$ cat config.mk
export PLATFORM = sky130hd
export DESIGN_NAME = quad_motor_mixer_arming
export DESIGN_NICKNAME = d
export VERILOG_FILES = /design/src/sv/qmm_pkg.sv /design/src/sv/quad_motor_mixer_arming.sv
export SDC_FILE = /design/constraint.sdc
export NUM_CORES = 1
export LEC_CHECK = 0
export ABC_AREA = 1
export BUFFER_PORTS_ARGS = -buffer_cell sky130_fd_sc_hd__clkbuf_2
export CAP_MARGIN = 20
export CORE_ASPECT_RATIO = 0.9
export CORE_MARGIN = 2
export CORE_UTILIZATION = 64
export CTS_CLUSTER_DIAMETER = 200
export DETAILED_ROUTE_END_ITERATION = 10
export HOLD_SLACK_MARGIN = 0.06
export PLACE_DENSITY = 0.9
export REMOVE_ABC_BUFFERS = 1
export SLEW_MARGIN = 20
export SYNTH_ARGS = -nofsm -noshare
export SYNTH_HDL_FRONTEND = slang
export SYNTH_SLANG_ARGS = --single-unit
$ cat constraint.sdc
create_clock -name aclk -period 12.1 [get_ports aclk]
set_input_delay 2.42 -clock aclk [delete_from_list [all_inputs] [get_ports aclk]]
set_output_delay 2.42 -clock aclk [all_outputs]
set_load 0.01 [all_outputs]
$ cat src/sv/qmm_pkg.sv
// Shared types, constants and the saturation function for the quad X motor mixer with arming control.
// No dependencies; imported by quad_motor_mixer_arming.
`timescale 1ns / 1ps
`default_nettype none

package qmm_pkg;

    localparam int THR_W   = 12;
    localparam int DRIVE_W = 16;
    localparam int SUM_W   = DRIVE_W + 2;
    localparam int BASE_W  = DRIVE_W + 1;
    localparam int CFG_AW  = 2;
    localparam int S_DATA_W = 80;
    localparam int M_DATA_W = 72;

    // Register indexes on the configuration port
    localparam logic [CFG_AW-1:0] REG_ARM_THRESHOLD   = 2'd0;
    localparam logic [CFG_AW-1:0] REG_IDLE_CUTOFF     = 2'd1;
    localparam logic [CFG_AW-1:0] REG_THROTTLE_OFFSET = 2'd2;
    localparam logic [CFG_AW-1:0] REG_BASE_LIMIT      = 2'd3;

    localparam logic [THR_W-1:0] RST_ARM_THRESHOLD   = 12'd1100;
    localparam logic [THR_W-1:0] RST_IDLE_CUTOFF     = 12'd1040;
    localparam logic [THR_W-1:0] RST_THROTTLE_OFFSET = 12'd1000;
    localparam logic [THR_W-1:0] RST_BASE_LIMIT      = 12'd800;

    typedef struct packed {
        logic signed [DRIVE_W-1:0] yaw_drive;
        logic signed [DRIVE_W-1:0] pitch_drive;
        logic signed [DRIVE_W-1:0] roll_drive;
        logic signed [DRIVE_W-1:0] height_drive;
        logic [THR_W-1:0]          throttle;
        logic                      hold_req;
        logic                      takeoff_req;
        logic                      armed;
    } ctrl_word_t;

    typedef struct packed {
        logic                      hold_next;
        logic                      takeoff_next;
        logic signed [DRIVE_W-1:0] motor_four;
        logic signed [DRIVE_W-1:0] motor_three;
        logic signed [DRIVE_W-1:0] motor_two;
        logic signed [DRIVE_W-1:0] motor_one;
    } mix_word_t;

    // Clip a widened mixer sum to the 16-bit signed range
    function automatic logic signed [DRIVE_W-1:0] sat_drive(input logic signed [SUM_W-1:0] v);
        logic signed [SUM_W-1:0] hi;
        logic signed [SUM_W-1:0] lo;
        hi = SUM_W'(signed'({1'b0, {(DRIVE_W-1){1'b1}}}));
        lo = -hi - SUM_W'(1);
        if (v > hi) begin
            return {1'b0, {(DRIVE_W-1){1'b1}}};
        end else if (v < lo) begin
            return {1'b1, {(DRIVE_W-1){1'b0}}};
        end else begin
            return v[DRIVE_W-1:0];
        end
    endfunction

endpackage

`default_nettype wire

$ cat src/sv/quad_motor_mixer_arming.sv
// Top level: arming state machine and X-quad motor mixer, one word per cycle while the result side keeps up.
// Depends on qmm_pkg for word layouts, register indexes and saturation.
`timescale 1ns / 1ps
`default_nettype none

//  Channel   Direction  Handshake                 Payload
//  s_        in         s_tvalid / s_tready       s_tdata: control tick word (80 bits)
//  m_        out        m_tvalid / m_tready       m_tdata: motor levels and flags (72 bits)
//  cfg_      in         cfg_wr_en (no wait)       cfg_addr, cfg_wdata: tuning registers
//
//  Each accepted word is held in the input register, then the arming/mix logic
//  writes its result into the result register when that slot is free. A new word
//  is taken every cycle while the result side keeps up; a stalled result holds
//  and the input register still absorbs one more word. aresetn (synchronous)
//  returns the phase to waiting-for-arm, zeroes the held motor levels and
//  restores the register defaults.

module quad_motor_mixer_arming (
    input  wire                          aclk,
    input  wire                          aresetn,
    input  wire                          s_tvalid,
    output logic                         s_tready,
    // armed, takeoff_req, hold_req, throttle[11:0], height_drive, roll_drive,
    // pitch_drive, yaw_drive, zero pad
    input  wire  [qmm_pkg::S_DATA_W-1:0] s_tdata,
    output logic                         m_tvalid,
    input  wire                          m_tready,
    // motor_one, motor_two, motor_three, motor_four, takeoff_next, hold_next,
    // zero pad
    output logic [qmm_pkg::M_DATA_W-1:0] m_tdata,
    input  wire                          cfg_wr_en,
    input  wire  [qmm_pkg::CFG_AW-1:0]   cfg_addr,
    input  wire  [qmm_pkg::THR_W-1:0]    cfg_wdata
);

    import qmm_pkg::*;

    localparam logic [1:0] PH_WAIT_ARM   = 2'd0;
    localparam logic [1:0] PH_WAIT_STICK = 2'd1;
    localparam logic [1:0] PH_FLY        = 2'd2;
    localparam logic [1:0] PH_STOP       = 2'd3;

    // Tuning registers
    logic [THR_W-1:0] arm_threshold_reg;
    logic [THR_W-1:0] idle_cutoff_reg;
    logic [THR_W-1:0] throttle_offset_reg;
    logic [THR_W-1:0] base_limit_reg;

    // Pipeline registers
    logic       in_valid_reg;
    ctrl_word_t in_word_reg;
    logic       out_valid_reg;
    mix_word_t  out_word_reg;

    // Machine state
    logic [1:0]                phase_reg;
    logic [1:0]                phase_next;
    logic signed [DRIVE_W-1:0] level_reg [4];
    logic signed [DRIVE_W-1:0] level_next [4];

    logic advance;
    logic takeoff_eff;
    logic hold_eff;
    logic fly;
    logic zero_all;
    logic run_mix;

    logic signed [BASE_W-1:0] base_raw;
    logic signed [BASE_W-1:0] base_clamped;
    logic signed [SUM_W-1:0]  base_x;
    logic signed [SUM_W-1:0]  roll_x;
    logic signed [SUM_W-1:0]  pitch_x;
    logic signed [SUM_W-1:0]  yaw_x;
    logic signed [THR_W:0]    thr_minus_off;

    // Move the held word into the result register when that slot is free
    assign advance  = in_valid_reg && (!out_valid_reg || m_tready);
    assign s_tready = !in_valid_reg || advance;
    assign m_tvalid = out_valid_reg;
    assign m_tdata  = {{(M_DATA_W - $bits(mix_word_t)){1'b0}}, out_word_reg};

    always_ff @(posedge aclk) begin
        if (!aresetn) begin
            arm_threshold_reg   <= RST_ARM_THRESHOLD;
            idle_cutoff_reg     <= RST_IDLE_CUTOFF;
            throttle_offset_reg <= RST_THROTTLE_OFFSET;
            base_limit_reg      <= RST_BASE_LIMIT;
        end else if (cfg_wr_en) begin
            unique case (cfg_addr)
                REG_ARM_THRESHOLD:   arm_threshold_reg   <= cfg_wdata;
                REG_IDLE_CUTOFF:     idle_cutoff_reg     <= cfg_wdata;
                REG_THROTTLE_OFFSET: throttle_offset_reg <= cfg_wdata;
                REG_BASE_LIMIT:      base_limit_reg      <= cfg_wdata;
                default: ;
            endcase
        end
    end

    // Arming sequence: decide phase, flags and whether the mixer runs
    always_comb begin
        phase_next  = phase_reg;
        takeoff_eff = in_word_reg.takeoff_req;
        hold_eff    = in_word_reg.hold_req;
        fly         = 1'b0;
        zero_all    = 1'b0;
        if (!in_word_reg.armed) begin
            // disarm: stop now, back to waiting next tick
            zero_all   = 1'b1;
            phase_next = PH_WAIT_ARM;
        end else begin
            unique case (phase_reg)
                PH_WAIT_ARM: begin
                    // clear flags, then stick check in the same tick
                    zero_all    = 1'b1;
                    takeoff_eff = 1'b0;
                    hold_eff    = 1'b0;
                    if (in_word_reg.throttle > arm_threshold_reg) begin
                        phase_next = PH_FLY;
                        fly        = 1'b1;
                    end else begin
                        phase_next = PH_WAIT_STICK;
                    end
                end
                PH_WAIT_STICK: begin
                    priority if (in_word_reg.throttle > arm_threshold_reg
                                 && !in_word_reg.takeoff_req) begin
                        phase_next = PH_FLY;
                        fly        = 1'b1;
                    end else if (in_word_reg.takeoff_req) begin
                        hold_eff   = 1'b1;
                        phase_next = PH_FLY;
                        fly        = 1'b1;
                    end else begin
                        phase_next = PH_WAIT_STICK;
                    end
                end
                PH_FLY: begin
                    fly = 1'b1;
                end
                PH_STOP: begin
                    zero_all   = 1'b1;
                    phase_next = PH_WAIT_ARM;
                end
                default: ;
            endcase
        end
    end

    // Base thrust: height drive in hold, else throttle less offset with idle cutoff; clamped to 0..base limit
    assign thr_minus_off = signed'({1'b0, in_word_reg.throttle})
                         - signed'({1'b0, throttle_offset_reg});

    always_comb begin
        run_mix = fly;
        if (hold_eff) begin
            base_raw = BASE_W'(in_word_reg.height_drive);
        end else if (in_word_reg.throttle < idle_cutoff_reg) begin
            base_raw = '0;
            if (fly) begin
                run_mix = 1'b0;
            end
        end else begin
            base_raw = BASE_W'(thr_minus_off);
        end
        if (base_raw < 0) begin
            base_clamped = '0;
        end else if (base_raw > signed'(BASE_W'({1'b0, base_limit_reg}))) begin
            base_clamped = BASE_W'({1'b0, base_limit_reg});
        end else begin
            base_clamped = base_raw;
        end
    end

    assign base_x  = SUM_W'(base_clamped);
    assign roll_x  = SUM_W'(in_word_reg.roll_drive);
    assign pitch_x = SUM_W'(in_word_reg.pitch_drive);
    assign yaw_x   = SUM_W'(in_word_reg.yaw_drive);

    // Mix by X-quad signs; hold levels when nothing changes them
    always_comb begin
        for (int i = 0; i < 4; i++) begin
            level_next[i] = level_reg[i];
        end
        if (zero_all || (fly && !run_mix)) begin
            for (int i = 0; i < 4; i++) begin
                level_next[i] = '0;
            end
        end
        if (run_mix) begin
            level_next[0] = sat_drive(base_x + roll_x - pitch_x - yaw_x);
            level_next[1] = sat_drive(base_x + roll_x + pitch_x + yaw_x);
            level_next[2] = sat_drive(base_x - roll_x + pitch_x - yaw_x);
            level_next[3] = sat_drive(base_x - roll_x - pitch_x + yaw_x);
        end
    end

    always_ff @(posedge aclk) begin
        if (!aresetn) begin
            in_valid_reg  <= 1'b0;
            out_valid_reg <= 1'b0;
            phase_reg     <= PH_WAIT_ARM;
            for (int i = 0; i < 4; i++) begin
                level_reg[i] <= '0;
            end
        end else begin
            if (s_tvalid && s_tready) begin
                in_valid_reg <= 1'b1;
            end else if (advance) begin
                in_valid_reg <= 1'b0;
            end
            if (advance) begin
                out_valid_reg <= 1'b1;
                phase_reg     <= phase_next;
                for (int i = 0; i < 4; i++) begin
                    level_reg[i] <= level_next[i];
                end
            end else if (m_tready) begin
                out_valid_reg <= 1'b0;
            end
        end
    end

    // Payload registers
    always_ff @(posedge aclk) begin
        if (s_tvalid && s_tready) begin
            in_word_reg <= ctrl_word_t'(s_tdata[$bits(ctrl_word_t)-1:0]);
        end
        if (advance) begin
            out_word_reg.motor_one    <= level_next[0];
            out_word_reg.motor_two    <= level_next[1];
            out_word_reg.motor_three  <= level_next[2];
            out_word_reg.motor_four   <= level_next[3];
            out_word_reg.takeoff_next <= takeoff_eff;
            out_word_reg.hold_next    <= hold_eff;
        end
    end

endmodule

`default_nettype wire
; ---- After elaboration in Yosys (flattened, before gate mapping)
; Memories as Yosys holds them, arrays and structs flattened.
; Index checks and enable logic that the tools add are counted.
[op_classes]
n_eq_ne = 7
n_bitwise = 4
n_mux = 46
add_sub_neg = 11
n_reduce_logical = 21
order_cmp = 12
[ops]
columns = op, n
row1 = $mux 16, 12
row2 = $mux 64, 2
row3 = $add 18x16->18, 4
row4 = $gt 18x16->1 const B, 4
row5 = $lt 18x16->1 const B, 4
row6 = $sub 18x16->18, 4
row7 = $mux 17, 4
row8 = $mux 1, 21
row9 = $add 17x16->18, 1
row10 = $sub 17x16->18, 1
row11 = $gt 17x13->1, 1
row12 = $lt 17x1->1 const B, 1
row13 = $sub 12x12->13, 1
row14 = $gt 12x12->1, 1
row15 = $lt 12x12->1, 1
row16 = $reduce_and 2->1, 5
row17 = $eq 2x2->1 const B, 4
row18 = $mux 2, 4
row19 = $pmux 2 s3, 1
row20 = $eq 2x1->1 const B, 2
row21 = $logic_and 1x1->1, 4
row22 = $logic_not 1->1, 4
row23 = $logic_not 2->1, 2
row24 = $ne 4x1->1 const B, 1
row25 = other kinds (6), 12
[totals]
inputBits = 99
n_memories = 1
mem_bits_rw = 64
out_inout_bits = 74
reg_bits = 197
[mem_list]
columns = memory, depth, width, rd, rd_clocked_by_memory_dff, wr, line_no
row1 = level_reg, 4, 16, 4, 0, 4, quad_motor_mixer_arming.sv:58  ; logic signed [DRIVE_W-1:0] level_reg [4];

; ---- Logic depth before layout (Yosys ltp)
[depth]
ltp_word = 17
ltp_mapped = 58
depth_no_buf = 57

; ---- Worst setup path after synthesis
; OpenSTA, ideal clock, no wires.
[synth_path]
path_kind = register -> register
startpoint = register in_word_reg[5] in the netlist's numbering
endpoint = memory level_reg[0][10], data pin
path_stages_with_launch = 55
arrival_time_ps = 7321
setup_slack_ps = 4513
required_ps = 11834
n_path_buf = 2
cell_sequence = edfxtp_1 > ha_1 > a21oi_1 > o21ai_0 > a21oi_1 > o21ai_0 > a21o_1 > a21oi_1 > nor2_1 > o21ai_0 > nand2_1 > a21oi_1 > nor2_1 > nor2_1 > xor2_1 > o21a_1 > inv_1 > ha_1 > [... 19 more ...] > inv_1 > ha_1 > nand2_1 > nor3_1 > nand3_1 > o2111ai_1 > a21o_1 > a21oi_1 > xor2_1 > inv_1 > nand3_1 > nand3_1 > nand2_1 > inv_2 > buf_2 > nand2_1 > nand2_1 > nor2_1
[synth_lines]
columns = element, line_no
row1 = start: declaration, quad_motor_mixer_arming.sv:51  ; ctrl_word_t in_word_reg;
row2 = start signal: assignment, quad_motor_mixer_arming.sv:226  ; in_word_reg <= ctrl_word_t'(s_tdata[$bits(ctrl_word_t)-1:0]);
row3 = end: declaration, quad_motor_mixer_arming.sv:58

==> results.ini <==
[layout]
fillerInstances=2041
num_antenna_cells=0
mostFrequentLayoutCell=sky130_fd_sc_hd__inv_1
seqCellArea_um2=7320
fin_util_pct=72.3
stdcell_area_um2=20200
drive_gt1_share_pct=11.2
synth_to_final_area_change_pct=11.4
multi_input_area_um2=9050
nNetsFinal=2561
flip_flop_count_of_the_largest_register_after_layout=79
final_cell_mix=sky130_fd_sc_hd__inv_1, sky130_fd_sc_hd__nand2_1, sky130_fd_sc_hd__edfxtp_1

[yosys]
postSynth.topFlopCell=sky130_fd_sc_hd__edfxtp_1
post_synthesis_register_bit_count=261
yosysWarnings=0
async_reset_ff_share_pct=0
synth_top_cells_by_area=sky130_fd_sc_hd__edfxtp_1, sky130_fd_sc_hd__ha_1, sky130_fd_sc_hd__inv_1
netlist.area_leader.share_pct=34.7
syn-mean-instance-area_um2=8.74
post_synth_instance_area_um2=18100
yosysUniqueCellTypes=52
synth_cells=2071
synth_edf_count=209
synth_top_cell_by_area=sky130_fd_sc_hd__edfxtp_1
proportion_of_synthesized_chip_area_in_sequential_cells_pct=40.4

[worst_setup_path]
worstSetupPathType=reg2reg
critPathMostFrequentCell=sky130_fd_sc_hd__nand2_1
timing.rr.end=level_reg[3][13]
cp.required_ns=12.36
crit_cells=51
worstRegToRegCells=51
timing.critical_path.slowest_cell_delay_ns=0.52
reg2reg_setup_slack_ns=2.19
critical_path.n_buffers_inverters=5
worst-endpoint-arrival_ns=10.17
setup.worst_path.end=level_reg[3][13]
worst_r2r_startpoint=in_word_reg[5]
worstSetupStartpointType=register
critical_path.endpoint_type=register
critical_path.max_fanout=14
critPathTopFamily=compound AO/OA/AOI/OAI gates
critPathLaunch=in_word_reg[5]
critical-path-slowest-cell=sky130_fd_sc_hd__fa_1

[route]
postRouteWirelength_um=46200
route.detailed.wl_per_inst_um=17.6
drtPass1Iterations=5
final_antenna_net_count=0
detail_route.drc_violations=0
via_count=14800
vias_cell=5.64
initialDrtViolationCount=1575

[clock_tree]
clock_transition_at_the_registers_of_the_reported_paths_ns=0.06
cts.repair_timing.setup_buffer_count=0
cts-htree-levels=1
tritoncts_clock_tree=done
worst_skew_pair.late_latency_ns=0.55
clkSinkCount=261
cts-buffers-inserted=27
clock_tree.root_cell=sky130_fd_sc_hd__clkbuf_16
cts.repair.resized=0
ctsLongestPathBuffers=3
cts-hold-fix-buffers=0

[global_routing]
groute.layer.met2.usage_pct=51.3
grt_pass1_vias=14300
maximum_number_of_pins_on_one_net_before_global_route_repair=65
met1_usage_pct=43.1
overflow=0
grt_antenna_before_repair=0
busiest_layer=met2
globalRouteTotalUtil_pct=31.4
grt_pass1_wl_um=73100
use_met3_pct=4.64

[placement]
numPortBuffers=165
globalplace.congestion=0.976
placed_area_um2=19300
worst_setup_slack_after_placement_ns=2.61
post-dp-hpwl_um=35700

[hold_path]
hold_path_class=reg2reg
hold_path_depth=2

[timing]
relSlewSlack_pct=36.5
final-setup-viol-count=0
finalSetupTns_ns=0
period_minus_ws_final_ns=9.91
setup_ws_ns=2.19
finalClockSkew_ns=0.0163
min_period_over_period_pct=81.9
max_freq_mhz=101
timing.final.hold_violations=0
unrepaired_setup_endpoints_after_global_routing=no
tightestPinTransition_ns=0.953
final_max_slew_viol_count=0

[power]
leakagePower_nw=10.1
finalPower_mw=4.36
vdd_ir_drop_max_mv=0.133
power-per-cell-area_nw_per_um2=216

[floorplan]
fp.dieW_um=181
dieArea_um2=29600
std_cell_rows=58
coreArea_um2=27900
die_height_um=164
initial_core_util_pct=64.9
boundaryPins=173

[job]
max_cap_violations=0

[run_status]
run_status=finished clean

worst min-delay path by stage:
stage | from | end | slack, ns
final | throttle_offset_reg[4] | throttle_offset_reg[4] | 0.46
after CTS | throttle_offset_reg[4] | throttle_offset_reg[4] | 0.46
after floorplan | arm_threshold_reg[11] | arm_threshold_reg[11] | 0.43
after detailed placement | idle_cutoff_reg[7] | idle_cutoff_reg[7] | 0.45
after global routing | throttle_offset_reg[4] | throttle_offset_reg[4] | 0.48
after global placement | idle_cutoff_reg[6] | idle_cutoff_reg[6] | 0.44
cells by family after synthesis:
kind of cell             Yosys count  synth area share (%)
AO/OA/AOI/OAI                    356                  11.2
XOR/XNOR                          96                  4.65
adder cells (fa/ha/maj)          223                  18.4
buffers and inverters            459                  9.81
flip-flops                       261                  40.4
other                              1                0.0207
AND/OR/NAND/NOR                  675                  15.5
routing by layer:
| layer | routed length, µm | part of all wire, % |
|---|---|---|
| met4 | 1690 | 3.7 |
| met5 | 0 | 0 |
| met2 | 21300 | 46 |
| met3 | 3830 | 8.3 |
| met1 | 19400 | 42 |
cell usage after synthesis (14+ instances only):
cell type and n:
sky130_fd_sc_hd__xor2_1 85, sky130_fd_sc_hd__dfxtp_1 52, sky130_fd_sc_hd__clkbuf_1 29, sky130_fd_sc_hd__edfxtp_1 209, sky130_fd_sc_hd__nand2_1 375, sky130_fd_sc_hd__o211ai_1 16, sky130_fd_sc_hd__nor2_1 165, sky130_fd_sc_hd__ha_1 151
sky130_fd_sc_hd__fa_1 72, sky130_fd_sc_hd__nand3_1 62, sky130_fd_sc_hd__a21oi_1 193, sky130_fd_sc_hd__nor3_1 20, sky130_fd_sc_hd__nand4_1 14, sky130_fd_sc_hd__inv_1 405, sky130_fd_sc_hd__o21ai_0 71
stage by stage:
| stage | hold WS, ns | instances |
|---|---|---|
| CTS | 0.464 | 2620 |
| floorplan | 0.435 | 2038 |
| global route | 0.484 | 2620 |
| detailed placement | 0.454 | 2570 |
| global placement | 0.444 | 2570 |
| finish | 0.464 | 2620 |
layout make-up:
type | count | area share, %
Clock buffer | 32 | 3.62
Clock inverter | 18 | 0.838
Inverter | 414 | 7.72
Multi-Input combinational cell | 1363 | 44.9
Sequential cell | 261 | 36.3
Tap cell | 360 | 2.24
Timing Repair Buffer | 172 | 4.36
worst register-to-register path, delay by kind of cell, from the launching register on:
family	cells	cell delay [ns]
adders and majority gates	5	1.81
buffers and inverters	5	0.34
xor gates and xnor gates	3	0.81
AOI/OAI and AO/OA	18	3.51
and+or+nand+nor	20	2.72
DFF	1	0.45
where the power goes:
group	leakage (nW)	internal, mW	total, mW	switching, mW
combinational	7.17	0.819	2.40	1.58
sequential	2.52	1.08	1.11	0.0360
clock	0.446	0.494	0.847	0.353
(Power assumes the default switching activity.)
